`config.mk`:
```
export PLATFORM = sky130hd
export DESIGN_NAME = polyphonic_voice_allocator_flat
export DESIGN_NICKNAME = d
export VERILOG_FILES = /design/src/hw/rtl/pva_pkg.sv /design/src/hw/rtl/pva_ifs.sv /design/src/hw/rtl/pva_front.sv /design/src/hw/rtl/pva_queue.sv /design/src/hw/rtl/pva_back.sv /design/src/hw/rtl/polyphonic_voice_allocator.sv /design/src/flat_wrapper.sv
export SDC_FILE = /design/constraint.sdc
export NUM_CORES = 2
export LEC_CHECK = 0
export BUFFER_PORTS_ARGS = -buffer_cell sky130_fd_sc_hd__buf_2
export CAP_MARGIN = 20
export CORE_MARGIN = 2
export CORE_UTILIZATION = 45
export DETAILED_ROUTE_END_ITERATION = 8
export HOLD_SLACK_MARGIN = 0.02
export SLEW_MARGIN = 20
export SYNTH_ARGS = -nofsm -noshare
export SYNTH_HDL_FRONTEND = slang
export SYNTH_SLANG_ARGS = --single-unit
export TNS_END_PERCENT = 30
```
`constraint.sdc`:
```
create_clock -name clk -period 9.88 [get_ports clk]
set_input_delay 1.482 -clock clk [delete_from_list [all_inputs] [get_ports clk]]
set_output_delay 1.482 -clock clk [all_outputs]
set_load 0.03 [all_outputs]
```
`src/hw/rtl/pva_pkg.sv`:
```
package pva_pkg;

	// Pool and timbre layout
	localparam int MAX_VOICES = 16;
	localparam int TIMBRES    = 4;
	localparam int VIDX_W     = $clog2(MAX_VOICES);
	localparam int VCNT_W     = $clog2(MAX_VOICES + 1);
	localparam int TIDX_W     = $clog2(TIMBRES + 1);

	// Configuration registers
	localparam int NREG        = 8;
	localparam int REGIDX_W    = 3;
	localparam int REG_W       = 5;
	localparam int REG_VOICES0 = 0;
	localparam int REG_SENSE0  = 4;

	// Field widths
	localparam int KIND_W   = 3;
	localparam int TIMBRE_W = 2;
	localparam int NOTE_W   = 7;
	localparam int VEL_W    = 7;
	localparam int VOICE_W  = 4;
	localparam int ACT_W    = 3;
	localparam int SVEL_W   = 8;
	localparam int AGE_W    = 32;

	// Velocity scaling and age search constants
	localparam int SENSE_FULL = 16;
	localparam int ZERO_STEP  = 8;
	localparam int VEL_SPAN   = 128;
	localparam int VEL_SHIFT  = $clog2(VEL_SPAN);
	localparam logic [AGE_W-1:0] AGE_LIMIT = 32'd2147483647;

	// Broadcast reporting cap
	localparam int OUT_CAP    = 16;
	localparam int REPORT_CNT = (MAX_VOICES < OUT_CAP) ? MAX_VOICES : OUT_CAP;

	// Command queue depth
	localparam int QDEPTH = 2;
	localparam int QPTR_W = (QDEPTH > 1) ? $clog2(QDEPTH) : 1;
	localparam int QCNT_W = $clog2(QDEPTH + 1);

	// Event kinds
	localparam logic [KIND_W-1:0] KIND_NOTE_ON   = 3'd0;
	localparam logic [KIND_W-1:0] KIND_NOTE_OFF  = 3'd1;
	localparam logic [KIND_W-1:0] KIND_FINISHED  = 3'd2;
	localparam logic [KIND_W-1:0] KIND_ALL_OFF   = 3'd3;
	localparam logic [KIND_W-1:0] KIND_ALL_SOUND = 3'd4;

	// Result actions
	localparam logic [ACT_W-1:0] ACT_NONE    = 3'd0;
	localparam logic [ACT_W-1:0] ACT_START   = 3'd1;
	localparam logic [ACT_W-1:0] ACT_RETRIG  = 3'd2;
	localparam logic [ACT_W-1:0] ACT_RELEASE = 3'd3;
	localparam logic [ACT_W-1:0] ACT_KILL    = 3'd4;

	// Classified command handed from front to back
	typedef struct packed {
		logic [KIND_W-1:0]  kind;
		logic [NOTE_W-1:0]  note;
		logic [SVEL_W-1:0]  svel;
		logic [VCNT_W-1:0]  lo;
		logic [VCNT_W-1:0]  hi;
		logic [VOICE_W-1:0] voice_in;
	} pva_cmd_t;

endpackage

```
`src/hw/rtl/pva_ifs.sv`:
```
// Note event channel
interface pva_evt_if;
	logic                            valid;
	logic                            ready;
	logic [pva_pkg::KIND_W-1:0]      kind;
	logic [pva_pkg::TIMBRE_W-1:0]    timbre;
	logic [pva_pkg::NOTE_W-1:0]      note;
	logic [pva_pkg::VEL_W-1:0]       velocity;
	logic [pva_pkg::VOICE_W-1:0]     voice_in;
	modport source(output valid, kind, timbre, note, velocity, voice_in, input ready);
	modport sink(input valid, kind, timbre, note, velocity, voice_in, output ready);
endinterface

// Voice action channel
interface pva_res_if;
	logic                            valid;
	logic                            ready;
	logic [pva_pkg::ACT_W-1:0]       action;
	logic [pva_pkg::VOICE_W-1:0]     voice_out;
	logic [pva_pkg::NOTE_W-1:0]      note_out;
	logic [pva_pkg::SVEL_W-1:0]      scaled_velocity;
	logic                            last;
	modport source(output valid, action, voice_out, note_out, scaled_velocity, last,
		input ready);
	modport sink(input valid, action, voice_out, note_out, scaled_velocity, last,
		output ready);
endinterface

// Register write channel
interface pva_cfg_if;
	logic                            valid;
	logic                            ready;
	logic [pva_pkg::REGIDX_W-1:0]    index;
	logic [pva_pkg::REG_W-1:0]       data;
	modport source(output valid, index, data, input ready);
	modport sink(input valid, index, data, output ready);
endinterface

```
`src/hw/rtl/pva_front.sv`:
```
module pva_front (
	input  logic              clk,
	input  logic              arst_n,
	pva_evt_if.sink           evt,
	pva_cfg_if.sink           cfg,
	output pva_pkg::pva_cmd_t q_cmd,
	output logic              q_push,
	input  logic              q_full
);
	import pva_pkg::*;

	localparam int SUM_W = ((VCNT_W > REG_W) ? VCNT_W : REG_W) + 1;
	localparam logic [REG_W-1:0] REG_RESET [NREG] = '{
		5'd5, 5'd1, 5'd1, 5'd1, 5'd16, 5'd16, 5'd16, 5'd16
	};

	logic [REG_W-1:0]        regs_q [NREG];
	logic [VCNT_W-1:0]       start [TIMBRES+1];
	logic [TIDX_W-1:0]       lo_idx;
	logic [TIDX_W-1:0]       hi_idx;
	logic [VCNT_W-1:0]       lo;
	logic [VCNT_W-1:0]       hi;
	logic [REG_W-1:0]        sense_raw;
	logic [REG_W-1:0]        sense;
	logic [SVEL_W-1:0]       zero;
	logic [SVEL_W-1:0]       span;
	logic [VEL_W+SVEL_W-1:0] prod;
	logic                    note_kind;
	logic                    keep;

	// Register file, always ready
	assign cfg.ready = 1'b1;

	always_ff @(posedge clk or negedge arst_n) begin
		if (!arst_n) begin
			for (int i = 0; i < NREG; i++) regs_q[i] <= REG_RESET[i];
		end else if (cfg.valid && cfg.ready) begin
			regs_q[cfg.index] <= cfg.data;
		end
	end

	// Voice range starts, each clamped to the pool
	always_comb begin
		logic [SUM_W-1:0] sum;
		sum = '0;
		start[0] = '0;
		for (int t = 0; t < TIMBRES; t++) begin
			sum = SUM_W'(start[t]) + SUM_W'(regs_q[REG_VOICES0 + t]);
			start[t+1] = (sum > SUM_W'(MAX_VOICES)) ? VCNT_W'(MAX_VOICES) : VCNT_W'(sum);
		end
	end

	assign lo_idx = TIDX_W'(evt.timbre);
	assign hi_idx = lo_idx + TIDX_W'(1);
	assign lo     = start[lo_idx];
	assign hi     = start[hi_idx];

	// Velocity scaling: zero point rises as sensitivity drops
	assign sense_raw = regs_q[REGIDX_W'(REG_SENSE0) + REGIDX_W'(evt.timbre)];
	assign sense     = (sense_raw > REG_W'(SENSE_FULL)) ? REG_W'(SENSE_FULL) : sense_raw;
	assign zero      = SVEL_W'((SVEL_W'(SENSE_FULL) - SVEL_W'(sense)) * SVEL_W'(ZERO_STEP));
	assign span      = SVEL_W'(VEL_SPAN) - zero;
	assign prod      = (VEL_W+SVEL_W)'(evt.velocity) * (VEL_W+SVEL_W)'(span);

	// Drop items that cause nothing
	assign note_kind = (evt.kind == KIND_NOTE_ON) || (evt.kind == KIND_NOTE_OFF);
	assign keep = (note_kind && (32'(evt.timbre) < TIMBRES) && (lo < hi))
		|| (evt.kind == KIND_FINISHED) || (evt.kind == KIND_ALL_OFF)
		|| (evt.kind == KIND_ALL_SOUND);

	assign evt.ready = !q_full;
	assign q_push    = evt.valid && evt.ready && keep;

	assign q_cmd.kind     = evt.kind;
	assign q_cmd.note     = evt.note;
	assign q_cmd.svel     = zero + SVEL_W'(prod >> VEL_SHIFT);
	assign q_cmd.lo       = lo;
	assign q_cmd.hi       = hi;
	assign q_cmd.voice_in = evt.voice_in;

endmodule

```
`src/hw/rtl/pva_queue.sv`:
```
module pva_queue (
	input  logic              clk,
	input  logic              arst_n,
	input  pva_pkg::pva_cmd_t wr_cmd,
	input  logic              push,
	output logic              full,
	output pva_pkg::pva_cmd_t rd_cmd,
	input  logic              pop,
	output logic              empty
);
	import pva_pkg::*;

	pva_cmd_t            ent_q [QDEPTH];
	logic [QPTR_W-1:0]   wr_q;
	logic [QPTR_W-1:0]   rd_q;
	logic [QCNT_W-1:0]   cnt_q;
	logic                do_push;
	logic                do_pop;

	assign full    = (cnt_q == QCNT_W'(QDEPTH));
	assign empty   = (cnt_q == '0);
	assign do_push = push && !full;
	assign do_pop  = pop && !empty;
	assign rd_cmd  = ent_q[rd_q];

	// Entry storage
	always_ff @(posedge clk) begin
		if (do_push) ent_q[wr_q] <= wr_cmd;
	end

	// Pointers and fill count
	always_ff @(posedge clk or negedge arst_n) begin
		if (!arst_n) begin
			wr_q  <= '0;
			rd_q  <= '0;
			cnt_q <= '0;
		end else begin
			if (do_push) wr_q <= (wr_q == QPTR_W'(QDEPTH - 1)) ? '0 : wr_q + QPTR_W'(1);
			if (do_pop)  rd_q <= (rd_q == QPTR_W'(QDEPTH - 1)) ? '0 : rd_q + QPTR_W'(1);
			if (do_push && !do_pop)      cnt_q <= cnt_q + QCNT_W'(1);
			else if (do_pop && !do_push) cnt_q <= cnt_q - QCNT_W'(1);
		end
	end

endmodule

```
`src/hw/rtl/pva_back.sv`:
```
module pva_back (
	input  logic              clk,
	input  logic              arst_n,
	input  pva_pkg::pva_cmd_t cmd,
	input  logic              q_empty,
	output logic              q_pop,
	pva_res_if.source         res
);
	import pva_pkg::*;

	localparam logic [2:0] ST_IDLE = 3'd0;
	localparam logic [2:0] ST_ON   = 3'd1;
	localparam logic [2:0] ST_OLD  = 3'd2;
	localparam logic [2:0] ST_OFF  = 3'd3;
	localparam logic [2:0] ST_ALL  = 3'd4;

	// Voice state
	logic [NOTE_W-1:0]  vnote_q [MAX_VOICES];
	logic               vplay_q [MAX_VOICES];
	logic               vrel_q  [MAX_VOICES];
	logic [AGE_W-1:0]   vage_q  [MAX_VOICES];
	logic [AGE_W-1:0]   age_cnt_q;

	// Scan control
	logic [2:0]         state_q;
	logic [KIND_W-1:0]  kind_q;
	logic [NOTE_W-1:0]  note_q;
	logic [SVEL_W-1:0]  svel_q;
	logic [VCNT_W-1:0]  v_q;
	logic [VCNT_W-1:0]  lo_q;
	logic [VCNT_W-1:0]  hi_q;
	logic [AGE_W-1:0]   best_q;
	logic [VIDX_W-1:0]  pick_q;
	logic               found_q;

	// Output register
	logic               res_valid_q;
	logic [ACT_W-1:0]   act_q;
	logic [VOICE_W-1:0] vout_q;
	logic [NOTE_W-1:0]  nout_q;
	logic [SVEL_W-1:0]  rsvel_q;
	logic               last_q;

	logic               stall;
	logic [VIDX_W-1:0]  idx;
	logic               at_end;
	logic               match;
	logic               cand;
	logic [AGE_W-1:0]   best_n;
	logic [VIDX_W-1:0]  pick_n;
	logic               found_n;

	// Datapath decisions for this cycle
	logic               asg_en;
	logic [VIDX_W-1:0]  asg_idx;
	logic               emit_en;
	logic [ACT_W-1:0]   emit_act;
	logic [VIDX_W-1:0]  emit_idx;
	logic               emit_last;

	assign res.valid           = res_valid_q;
	assign res.action          = act_q;
	assign res.voice_out       = vout_q;
	assign res.note_out        = nout_q;
	assign res.scaled_velocity = rsvel_q;
	assign res.last            = last_q;

	assign stall  = res_valid_q && !res.ready;
	assign q_pop  = (state_q == ST_IDLE) && !q_empty && !stall;
	assign idx    = v_q[VIDX_W-1:0];
	assign at_end = (VCNT_W'(v_q + VCNT_W'(1)) == hi_q);
	assign match  = (vnote_q[idx] == note_q);

	// Oldest search: released voices in the first pass, all voices in the second
	assign cand    = ((state_q == ST_OLD) || vrel_q[idx]) && (vage_q[idx] < best_q);
	assign best_n  = cand ? vage_q[idx] : best_q;
	assign pick_n  = cand ? idx : pick_q;
	assign found_n = found_q || cand;

	always_comb begin
		asg_en    = 1'b0;
		asg_idx   = idx;
		emit_en   = 1'b0;
		emit_act  = ACT_NONE;
		emit_idx  = idx;
		emit_last = 1'b1;
		if (!stall) begin
			unique case (state_q)
				ST_ON: begin
					if (match || !vplay_q[idx]) begin
						asg_en   = 1'b1;
						emit_en  = 1'b1;
						emit_act = match ? ACT_RETRIG : ACT_START;
					end else if (at_end && found_n) begin
						asg_en   = 1'b1;
						asg_idx  = pick_n;
						emit_en  = 1'b1;
						emit_act = ACT_RETRIG;
						emit_idx = pick_n;
					end
				end
				ST_OLD: begin
					if (at_end) begin
						asg_en   = 1'b1;
						asg_idx  = pick_n;
						emit_en  = 1'b1;
						emit_act = ACT_RETRIG;
						emit_idx = pick_n;
					end
				end
				ST_OFF: begin
					if (match) begin
						emit_en  = 1'b1;
						emit_act = ACT_RELEASE;
					end
				end
				ST_ALL: begin
					emit_en   = (32'(v_q) < REPORT_CNT);
					emit_act  = (kind_q == KIND_ALL_OFF) ? ACT_RELEASE : ACT_KILL;
					emit_last = (v_q == VCNT_W'(REPORT_CNT - 1));
				end
				default: ;
			endcase
		end
	end

	// Voice state updates
	always_ff @(posedge clk or negedge arst_n) begin
		if (!arst_n) begin
			for (int i = 0; i < MAX_VOICES; i++) begin
				vnote_q[i] <= '0;
				vplay_q[i] <= 1'b0;
				vrel_q[i]  <= 1'b0;
				vage_q[i]  <= '0;
			end
			age_cnt_q <= '0;
		end else begin
			if (asg_en) begin
				vnote_q[asg_idx] <= note_q;
				vplay_q[asg_idx] <= 1'b1;
				vrel_q[asg_idx]  <= 1'b0;
				vage_q[asg_idx]  <= age_cnt_q;
				age_cnt_q        <= age_cnt_q + AGE_W'(1);
			end
			if (!stall && (state_q == ST_OFF) && match) vrel_q[idx] <= 1'b1;
			if (!stall && (state_q == ST_ALL)) begin
				if (kind_q == KIND_ALL_OFF) begin
					vrel_q[idx] <= 1'b1;
				end else begin
					vplay_q[idx] <= 1'b0;
					vrel_q[idx]  <= 1'b0;
				end
			end
			if (q_pop && (cmd.kind == KIND_FINISHED)
				&& (32'(cmd.voice_in) < MAX_VOICES)) begin
				vplay_q[VIDX_W'(cmd.voice_in)] <= 1'b0;
				vrel_q[VIDX_W'(cmd.voice_in)]  <= 1'b0;
			end
		end
	end

	// Scan sequencer
	always_ff @(posedge clk or negedge arst_n) begin
		if (!arst_n) begin
			state_q <= ST_IDLE;
			v_q     <= '0;
			lo_q    <= '0;
			hi_q    <= '0;
			kind_q  <= KIND_NOTE_ON;
			best_q  <= AGE_LIMIT;
			pick_q  <= '0;
			found_q <= 1'b0;
		end else if (!stall) begin
			unique case (state_q)
				ST_IDLE: begin
					if (!q_empty) begin
						kind_q  <= cmd.kind;
						// broadcasts walk the whole pool from voice 0
						v_q     <= ((cmd.kind == KIND_ALL_OFF) || (cmd.kind == KIND_ALL_SOUND))
							? '0 : cmd.lo;
						lo_q    <= cmd.lo;
						hi_q    <= cmd.hi;
						best_q  <= AGE_LIMIT;
						pick_q  <= cmd.lo[VIDX_W-1:0];
						found_q <= 1'b0;
						unique case (cmd.kind)
							KIND_NOTE_ON:   state_q <= ST_ON;
							KIND_NOTE_OFF:  state_q <= ST_OFF;
							KIND_ALL_OFF,
							KIND_ALL_SOUND: state_q <= ST_ALL;
							default:        state_q <= ST_IDLE;
						endcase
					end
				end
				ST_ON: begin
					if (match || !vplay_q[idx]) begin
						state_q <= ST_IDLE;
					end else if (at_end) begin
						if (found_n) begin
							state_q <= ST_IDLE;
						end else begin
							v_q     <= lo_q;
							state_q <= ST_OLD;
						end
					end else begin
						v_q     <= v_q + VCNT_W'(1);
						best_q  <= best_n;
						pick_q  <= pick_n;
						found_q <= found_n;
					end
				end
				ST_OLD: begin
					if (at_end) begin
						state_q <= ST_IDLE;
					end else begin
						v_q    <= v_q + VCNT_W'(1);
						best_q <= best_n;
						pick_q <= pick_n;
					end
				end
				ST_OFF: begin
					if (match || at_end) state_q <= ST_IDLE;
					else                 v_q <= v_q + VCNT_W'(1);
				end
				ST_ALL: begin
					if (v_q == VCNT_W'(MAX_VOICES - 1)) state_q <= ST_IDLE;
					else                                 v_q <= v_q + VCNT_W'(1);
				end
				default: state_q <= ST_IDLE;
			endcase
		end
	end

	// Note and velocity latched at dispatch
	always_ff @(posedge clk) begin
		if (q_pop) begin
			note_q <= cmd.note;
			svel_q <= cmd.svel;
		end
	end

	// Result register
	always_ff @(posedge clk or negedge arst_n) begin
		if (!arst_n) begin
			res_valid_q <= 1'b0;
		end else if (emit_en) begin
			res_valid_q <= 1'b1;
		end else if (res.ready) begin
			res_valid_q <= 1'b0;
		end
	end

	always_ff @(posedge clk) begin
		if (emit_en) begin
			act_q   <= emit_act;
			vout_q  <= VOICE_W'(emit_idx);
			last_q  <= emit_last;
			if (emit_act == ACT_START || emit_act == ACT_RETRIG) begin
				nout_q  <= note_q;
				rsvel_q <= svel_q;
			end else begin
				nout_q  <= '0;
				rsvel_q <= '0;
			end
		end
	end

endmodule

```
`src/hw/rtl/polyphonic_voice_allocator.sv`:
```
// Polyphonic voice allocator: note events enter on evt, voice actions leave on res, and the
// eight 5-bit registers (voice counts of timbres 0..3, then velocity sensitivities 0..3) are
// written on cfg, which is always ready. The front classifies an item in the cycle it is
// taken and parks it in a two-entry command queue, so evt keeps accepting while the back
// is busy or a result waits, until two items are queued. The back owns the voice state; it
// takes a command from the queue, then reads one voice per cycle while not stalled: a
// note-on on a timbre of N voices scans up to N voices, plus up to N more when no voice is
// idle, matching or released and the oldest voice must be found; a note-off scans up to N
// voices; all-notes-off and all-sound-off walk all 16 voices and give one result for each;
// voice-finished is applied as it leaves the queue and gives nothing. A note-on or note-off
// yields at most one result, always with last set. Results are held in an output register
// and the back stalls while it is full and not taken.
module polyphonic_voice_allocator (
	input  logic      clk,
	input  logic      arst_n,
	pva_evt_if.sink   evt,
	pva_cfg_if.sink   cfg,
	pva_res_if.source res
);
	import pva_pkg::*;

	pva_cmd_t push_cmd;
	pva_cmd_t pop_cmd;
	logic     q_push;
	logic     q_full;
	logic     q_pop;
	logic     q_empty;

	pva_front u_front (
		.clk    (clk),
		.arst_n (arst_n),
		.evt    (evt),
		.cfg    (cfg),
		.q_cmd  (push_cmd),
		.q_push (q_push),
		.q_full (q_full)
	);

	pva_queue u_queue (
		.clk    (clk),
		.arst_n (arst_n),
		.wr_cmd (push_cmd),
		.push   (q_push),
		.full   (q_full),
		.rd_cmd (pop_cmd),
		.pop    (q_pop),
		.empty  (q_empty)
	);

	pva_back u_back (
		.clk     (clk),
		.arst_n  (arst_n),
		.cmd     (pop_cmd),
		.q_empty (q_empty),
		.q_pop   (q_pop),
		.res     (res)
	);

	// Front never pushes into a full queue
	a_no_overflow: assert property (@(posedge clk) disable iff (!arst_n)
		!(q_push && q_full))
		else $error("command queue overflow");

	// Back dispatches only queued commands
	a_no_underflow: assert property (@(posedge clk) disable iff (!arst_n)
		q_pop |-> !q_empty)
		else $error("command queue underflow");

	// Every result carries a real action
	a_action_valid: assert property (@(posedge clk) disable iff (!arst_n)
		res.valid |-> (res.action != ACT_NONE))
		else $error("result without action");

	// A note-on result is always the final result of its item
	a_note_on_last: assert property (@(posedge clk) disable iff (!arst_n)
		(res.valid && (res.action == ACT_START || res.action == ACT_RETRIG)) |-> res.last)
		else $error("note-on result without last");

endmodule
```
`src/flat_wrapper.sv`:
```
// flat-port wrapper written by rule: the top's interface ports become plain ports
module polyphonic_voice_allocator_flat import pva_pkg::*;
  (clk, arst_n, evt_valid, evt_kind, evt_timbre, evt_note, evt_velocity, evt_voice_in, evt_ready, cfg_valid, cfg_index, cfg_data, cfg_ready, res_valid, res_action, res_voice_out, res_note_out, res_scaled_velocity, res_last, res_ready);
  pva_evt_if evt_i ();
  pva_cfg_if cfg_i ();
  pva_res_if res_i ();
  input  logic clk;
  input  logic arst_n;
  input wire logic [$bits(evt_i.valid)-1:0] evt_valid;
  input wire logic [$bits(evt_i.kind)-1:0] evt_kind;
  input wire logic [$bits(evt_i.timbre)-1:0] evt_timbre;
  input wire logic [$bits(evt_i.note)-1:0] evt_note;
  input wire logic [$bits(evt_i.velocity)-1:0] evt_velocity;
  input wire logic [$bits(evt_i.voice_in)-1:0] evt_voice_in;
  output wire logic [$bits(evt_i.ready)-1:0] evt_ready;
  input wire logic [$bits(cfg_i.valid)-1:0] cfg_valid;
  input wire logic [$bits(cfg_i.index)-1:0] cfg_index;
  input wire logic [$bits(cfg_i.data)-1:0] cfg_data;
  output wire logic [$bits(cfg_i.ready)-1:0] cfg_ready;
  output wire logic [$bits(res_i.valid)-1:0] res_valid;
  output wire logic [$bits(res_i.action)-1:0] res_action;
  output wire logic [$bits(res_i.voice_out)-1:0] res_voice_out;
  output wire logic [$bits(res_i.note_out)-1:0] res_note_out;
  output wire logic [$bits(res_i.scaled_velocity)-1:0] res_scaled_velocity;
  output wire logic [$bits(res_i.last)-1:0] res_last;
  input wire logic [$bits(res_i.ready)-1:0] res_ready;
  assign evt_i.valid = evt_valid;
  assign evt_i.kind = evt_kind;
  assign evt_i.timbre = evt_timbre;
  assign evt_i.note = evt_note;
  assign evt_i.velocity = evt_velocity;
  assign evt_i.voice_in = evt_voice_in;
  assign evt_ready = evt_i.ready;
  assign cfg_i.valid = cfg_valid;
  assign cfg_i.index = cfg_index;
  assign cfg_i.data = cfg_data;
  assign cfg_ready = cfg_i.ready;
  assign res_valid = res_i.valid;
  assign res_action = res_i.action;
  assign res_voice_out = res_i.voice_out;
  assign res_note_out = res_i.note_out;
  assign res_scaled_velocity = res_i.scaled_velocity;
  assign res_last = res_i.last;
  assign res_i.ready = res_ready;
  polyphonic_voice_allocator u_core (.clk(clk), .arst_n(arst_n), .evt(evt_i), .cfg(cfg_i), .res(res_i));
endmodule
```
== Yosys cells after proc, flatten, opt, wreduce, memory -nomap -nowiden ==
Memory sizes are Yosys's and may differ from the RTL's.
Index checks and enable logic that the tools add are counted.
W data, S select, Z words.
Storage, ports and cells
  register bits after elaboration: 829
  memory bits (writable): 64
  output and inout port bits: 26
  memories kept: 1
Memory list
  u_core.u_queue.ent_q: words 2, width 32, rd ports 1, clocked after memory_dff 0, wr ports 1, line pva_queue.sv:13  | pva_cmd_t ent_q [QDEPTH];
Operators by class
  add/subtract/negate cells: 14
  multipliers: 1
  $lt $le $gt $ge: 19
  equal/unequal tests: 30
  mux-type cells: 111
  bitwise operators: 21
  reductions and logical operators: 53
Operators by type and width (count)
  $bwmux W512: 1
  $mux W32: 7
  $mux W16: 9
  $bmux W32 S4: 1
  $demux W32 S4: 1
  $bwmux W112: 1
  $mux W5: 20
  $pmux W32 S3: 1
  $and A16 B16 Y16: 5
  $not A16 Y16: 3
  $or A16 B16 Y16: 3
  $bmux W5 S3: 3
  $bwmux W40: 1
  $add A32 B1 Y32 const B: 1
  $lt A32 B32 Y1: 1
  $mux W4: 8
  $bmux W7 S4: 1
  $demux W7 S4: 1
  $pmux W5 S5: 1
  $eq A3 B2 Y1 const B: 8
  $mux W3: 8
  $mux W1: 22
  $mux W7: 3
  $logic_and A1 B1 Y1: 20
  other kinds (56): 119

== Depth between registers and ports, before layout ==
  depth in word-level cells: 27
  gate-level depth with buffers: 37
  gate-level depth less buffers: 37

== By module ==
Synthesis repeated with hierarchy kept, for this count alone.
Second synthesis, totals
  cell total of the unflattened synthesis: 3048
  area total of the unflattened synthesis: 43362.8 µm²
By module, submodules not included
  pva_back: times used 1, cells each 2489, area an instance 36411.2 µm²
  pva_front: times used 1, cells each 440, area an instance 4292.9 µm²
  pva_queue: times used 1, cells each 119, area an instance 2658.8 µm²

== Worst setup path before layout ==
No wires, ideal clock.
  path kind: register to register
  from: register u_core.u_front.regs_q[39] (netlist bit)
  to: memory u_core.u_queue.ent_q[0][0] (netlist bit), enable pin
  arrival: 8.066 ns
  data required time: 9.455 ns
  path slack: 1.389 ns
  stages on the path, launching flop included: 34
  clock period less this slack: 8.491 ns
  cell sequence: dfrtp_1 nand2b_1 inv_1 ha_1 fa_1 xor2_1 nor4b_1 mux2i_1 nand2b_1 nand3_1 inv_1 ha_1 nand3_1 nand2_1 a211o_1 a311oi_1 a31o_2 and2_1 ha_1 o21ai_0 or2_2 a2111oi_0 a311oi_1 a221oi_1 o2111a_1 a22oi_1 ha_1 a21o_1 a21o_1 a21oi_1 and2_1 a31o_2 a211o_1 nor2b_1
On the way
  cells in the longest elaborated chain, start to end: 23
  elaborated cells on any way between the ends: 26
  those cells by class: add/sub (3); order compare (5); mux (12); reduce/logical (6)
Ends and longest elaborated chain
  start, declared: line pva_front.sv:17  | logic [REG_W-1:0] regs_q [NREG];
  start signal, assigned by index: line pva_front.sv:38  | regs_q[cfg.index] <= cfg.data;
  $gt A5 B5 Y1: line pva_front.sv:49  | start[t+1] = (sum > SUM_W'(MAX_VOICES)) ? VCNT_W'(MAX_VOICES) : VCNT_W'(sum);
  $mux W5 *: line pva_front.sv:49
  $add A5 B5 Y6: line pva_front.sv:48  | sum = SUM_W'(start[t]) + SUM_W'(regs_q[REG_VOICES0 + t]);
  $gt A6 B5 Y1: line pva_front.sv:49
  $mux W5: line pva_front.sv:49
  $add A5 B5 Y6: line pva_front.sv:48
  $gt A6 B5 Y1: line pva_front.sv:49
  $mux W5: line pva_front.sv:49
  [7 not listed]
  $logic_and A1 B1 Y1 *: line pva_front.sv:67  | assign keep = (note_kind && (32'(evt.timbre) < TIMBRES) && (lo < hi))
  $logic_or A1 B1 Y1 * (2 in a row): line pva_front.sv:68  | || (evt.kind == KIND_FINISHED) || (evt.kind == KIND_ALL_OFF)
  $logic_or A1 B1 Y1 *: line pva_front.sv:69  | || (evt.kind == KIND_ALL_SOUND);
  $logic_and A1 B1 Y1 *: line pva_front.sv:72  | assign q_push = evt.valid && evt.ready && keep;
  $logic_and A1 B1 Y1 *: line pva_queue.sv:22  | assign do_push = push && !full;
  net u_core.u_queue.do_push: line pva_queue.sv:17  | logic do_push;
  $mux W1 *: line pva_queue.sv:28  | if (do_push) ent_q[wr_q] <= wr_cmd;
  $mux W1 (not written as such) *: line pva_queue.sv:28
  end, declared: line pva_queue.sv:13
The timed path passes the listed nets; every way through them passes the cells marked *. The select of a mux whose other input is x is not followed.

== Final worst setup path ==
  from: register u_core.u_front.regs_q[39] (netlist bit)
  to: memory u_core.u_queue.ent_q[0][26] (netlist bit), enable pin
Same word-level chain as after synthesis.

==> reports/metrics.yaml <==
sta:
  tightestPinTransition_ns: 1.12
  setup_violations: 0
  finalHoldViolCount: 0
  worst_slack_ns: 0.906
  fin_crit_ns: 8.97
  finClkSkew_ns: 0.0235
  grt_setup_unrepaired: "false"
  fmax_mhz: 111
  slew_viol_final: 0
  tns_ns: 0
  slew_headroom: 0.256
  period_share: 0.908
yosys:
  synth_edf_count: 102
  synth_seq_area_share: 0.517
  synthArstFlopShare: 0.886
  syn_area_sq_mm: 0.0443
  synth_cell_type_count: 89
  synth-seq-cells: 893
  syn_inst: 3126
  synth-warning-count: 0
  synth-main-ff-cell: "dfrtp_1"
  synth_fp_nets: 3269
  syn_avg_cell_area_sq_um: 14.2
cts:
  clock_latency_ns: 0.68
  cts_setup_buffers: 0
  cts_tree: "built"
  cts.sinks: 893
  clk_pin_slew_ns: 0.05
  post_cts_resized: 0
  cts-root-buf: "clkbuf_16"
  clock_path_buffers: 3
  cts_hold_buf: 0
  htree_levels: 3
  numCtsBuffers: 98
worst_hold_path:
  hp-class: "flip-flop to flip-flop"
  hold_start: "u_core.u_back.vage_q[96]"
die:
  die_h_microns: 318
  core_area_sq_mm: 0.0980
  rows: 115
  die_area_sq_mm: 0.101
  io_pins: 62
  die_w_microns: 318
  start_util: 0.452
global_routing:
  gr-total-overflow: 0
  grt_pass1_wl_mm: 171
  grt_max_degree: 177
  antenna_found_initial: 3
  grt_pass1_vias: 27931
  track_usage: 0.220
finish:
  layout.nets: 3237
  final_area_sq_mm: 0.0490
  area_delta_synth_final_pct: 10.4
  drive_gt1_frac: 0.361
  instances_no_fill: 4469
critical_path:
  start_kind: "flip-flop"
  path_class: "flip-flop to flip-flop"
  critPathRequiredTime_ns: 10.16
  worst_path_largest_cell_delay_ns: 0.84
  r2r_start: "u_core.u_front.regs_q[39]"
  critPathMaxFanout: 32
  crit_top_cell: "ha_1"
  crit_slowest_cell: "nor2b_4"
  end_kind: "flip-flop"
  crit_start: "u_core.u_front.regs_q[39]"
  cp.arrival_ns: 9.26
placed_design:
  dp_hpwl_mm: 66.4
  pre_cts_slack_ns: 1.02
  port_buffers: 60
  dp_cells: 4279
  place.gp.congestion: 0.844
  placed_cell_area_sq_mm: 0.0456
status:
  status: "finished, final reports clean"
power_and_ir_drop:
  power.density_mw_per_mm2: 260
  power.total_mw: 12.7
  leakage_nw: 23.2
  peakVddDrop_v: 0.000168
routing:
  wl_per_cell_microns: 24.7
  drtIter0Drc: 1955
  drc: 0
  ant_nets: 0
  first_pass_iters: 5
  viasPerCell: 5.89
  routed_wl_mm: 110
  vias: 26301
flow_run:
  maxCapViolCount: 0
Yosys cell counts, types with 10 or more instances:
cell	n	area share
a21o_1	16	0.0027
a21oi_1	47	0.0053
a22oi_1	10	0.0017
a32oi_1	17	0.0034
and2_1	43	0.0061
and3_1	18	0.0025
and4_1	12	0.0024
buf_1	37	0.0031
buf_2	43	0.0049
buf_6	16	0.0041
buf_8	10	0.0034
clkbuf_1	137	0.012
dfrtp_1	751	0.42
dfstp_2	40	0.024
edfxtp_1	102	0.069
fa_1	15	0.0068
ha_1	92	0.026
inv_1	111	0.0094
mux2_1	83	0.021
mux2_2	496	0.13
mux2_4	114	0.039
mux2i_1	90	0.020
mux4_2	185	0.094
nand2_1	94	0.0080
nand2b_1	18	0.0025
nand3_1	38	0.0043
nand4_1	22	0.0031
nor2_1	83	0.0070
nor2b_1	13	0.0018
nor3_1	73	0.0082
o21a_1	20	0.0034
o21ai_0	32	0.0036
o22ai_1	18	0.0025
or3_1	11	0.0016
xnor2_1	36	0.0071
xor2_1	35	0.0069
worst max-delay path, delay by kind of cell, from the launching register on:
kind,cells,cell delay [ns]
AO/OA/AOI/OAI,14,3.41
multiplexers,1,0.19
XOR/XNOR,1,0.21
flip-flops,1,0.45
adder cells (fa/ha/maj),5,1.43
buffers and inverters,2,0.17
AND/OR/NAND/NOR,10,2.71
metrics by stage:
step                      hold WS, ns   util
after floorplan                 0.452      -
after global placement          0.462  0.465
after detailed placement        0.474  0.465
after CTS                       0.488  0.499
after global routing            0.500  0.500
final                           0.483  0.500
layer usage:
metal  up-vias  wire (microns)  part of all wire  GRT usage
met5         -              13           0.00012          0
met4         2            2910             0.026     0.0652
met3       201            5150             0.047     0.0354
met2       663           53300              0.48      0.357
met1     13969           48900              0.44      0.305
li1      11466               -                 -          -
registers in the layout, summed over array words and instances, names as in the netlist, 16 cells and up:
| name | cells |
|---|---|
| u_core.u_back.vnote_q | 112 |
| u_core.u_back.vplay_q | 16 |
| u_core.u_queue.ent_q | 64 |
| u_core.u_back.vage_q | 512 |
| u_core.u_back.vrel_q | 16 |
| u_core.u_front.regs_q | 40 |
| u_core.u_back.best_q | 32 |
| u_core.u_back.age_cnt_q | 32 |
cell usage in the layout (no fill, tap or decap), drive strengths merged, types with 40 or more instances in the layout:
cell / count
mux2i: 90
buf: 115
mux4: 187
mux2: 693
dfstp: 40
nor2: 83
inv: 117
nor3: 74
a21oi: 47
dfrtp: 751
nand2: 94
clkbuf: 155
edfxtp: 102
and2: 43
ha: 92
worst paths after layout:
path	slack [ns]	cells past startpoint	to
max	0.91	33	u_core.u_queue.ent_q[0][26]
min	0.48	1	u_core.u_back.vage_q[96]
max reg2reg	0.91	33	u_core.u_queue.ent_q[0][26]
min reg2reg	0.48	1	u_core.u_back.vage_q[96]
max in group asynchronous	6.72	3	u_core.u_back.vage_q[433]
min in group asynchronous	0.83	1	u_core.u_back.vage_q[356]
cell families after synthesis:
logic type | after synthesis | share of synthesized area
xor gates and xnor gates | 71 | 0.0140
other | 1 | 0.0000846
adders and majority gates | 107 | 0.0327
muxes | 970 | 0.301
buffers and inverters | 361 | 0.0379
and+or+nand+nor | 467 | 0.0557
AOI/OAI and AO/OA | 256 | 0.0415
DFF | 893 | 0.517
layout make-up:
type,instances,area [sq um]
diodes,2,5.00
clock buffers,155,2940
flip-flops and latches,893,22900
repair buffers,115,868
inverters,114,428
fillers,8219,49000
multi-input cells,1872,19800
clock inverters,31,368
well taps,1287,1610
power breakdown:
group	internal (mW)	leakage, nW	switching, mW
Clock	2.23	1.64	1.50
Combinational	1.76	9.95	2.33
Sequential	4.40	11.6	0.521
Total	8.39	23.2	4.35
Power figures use the tool's default switching activity.
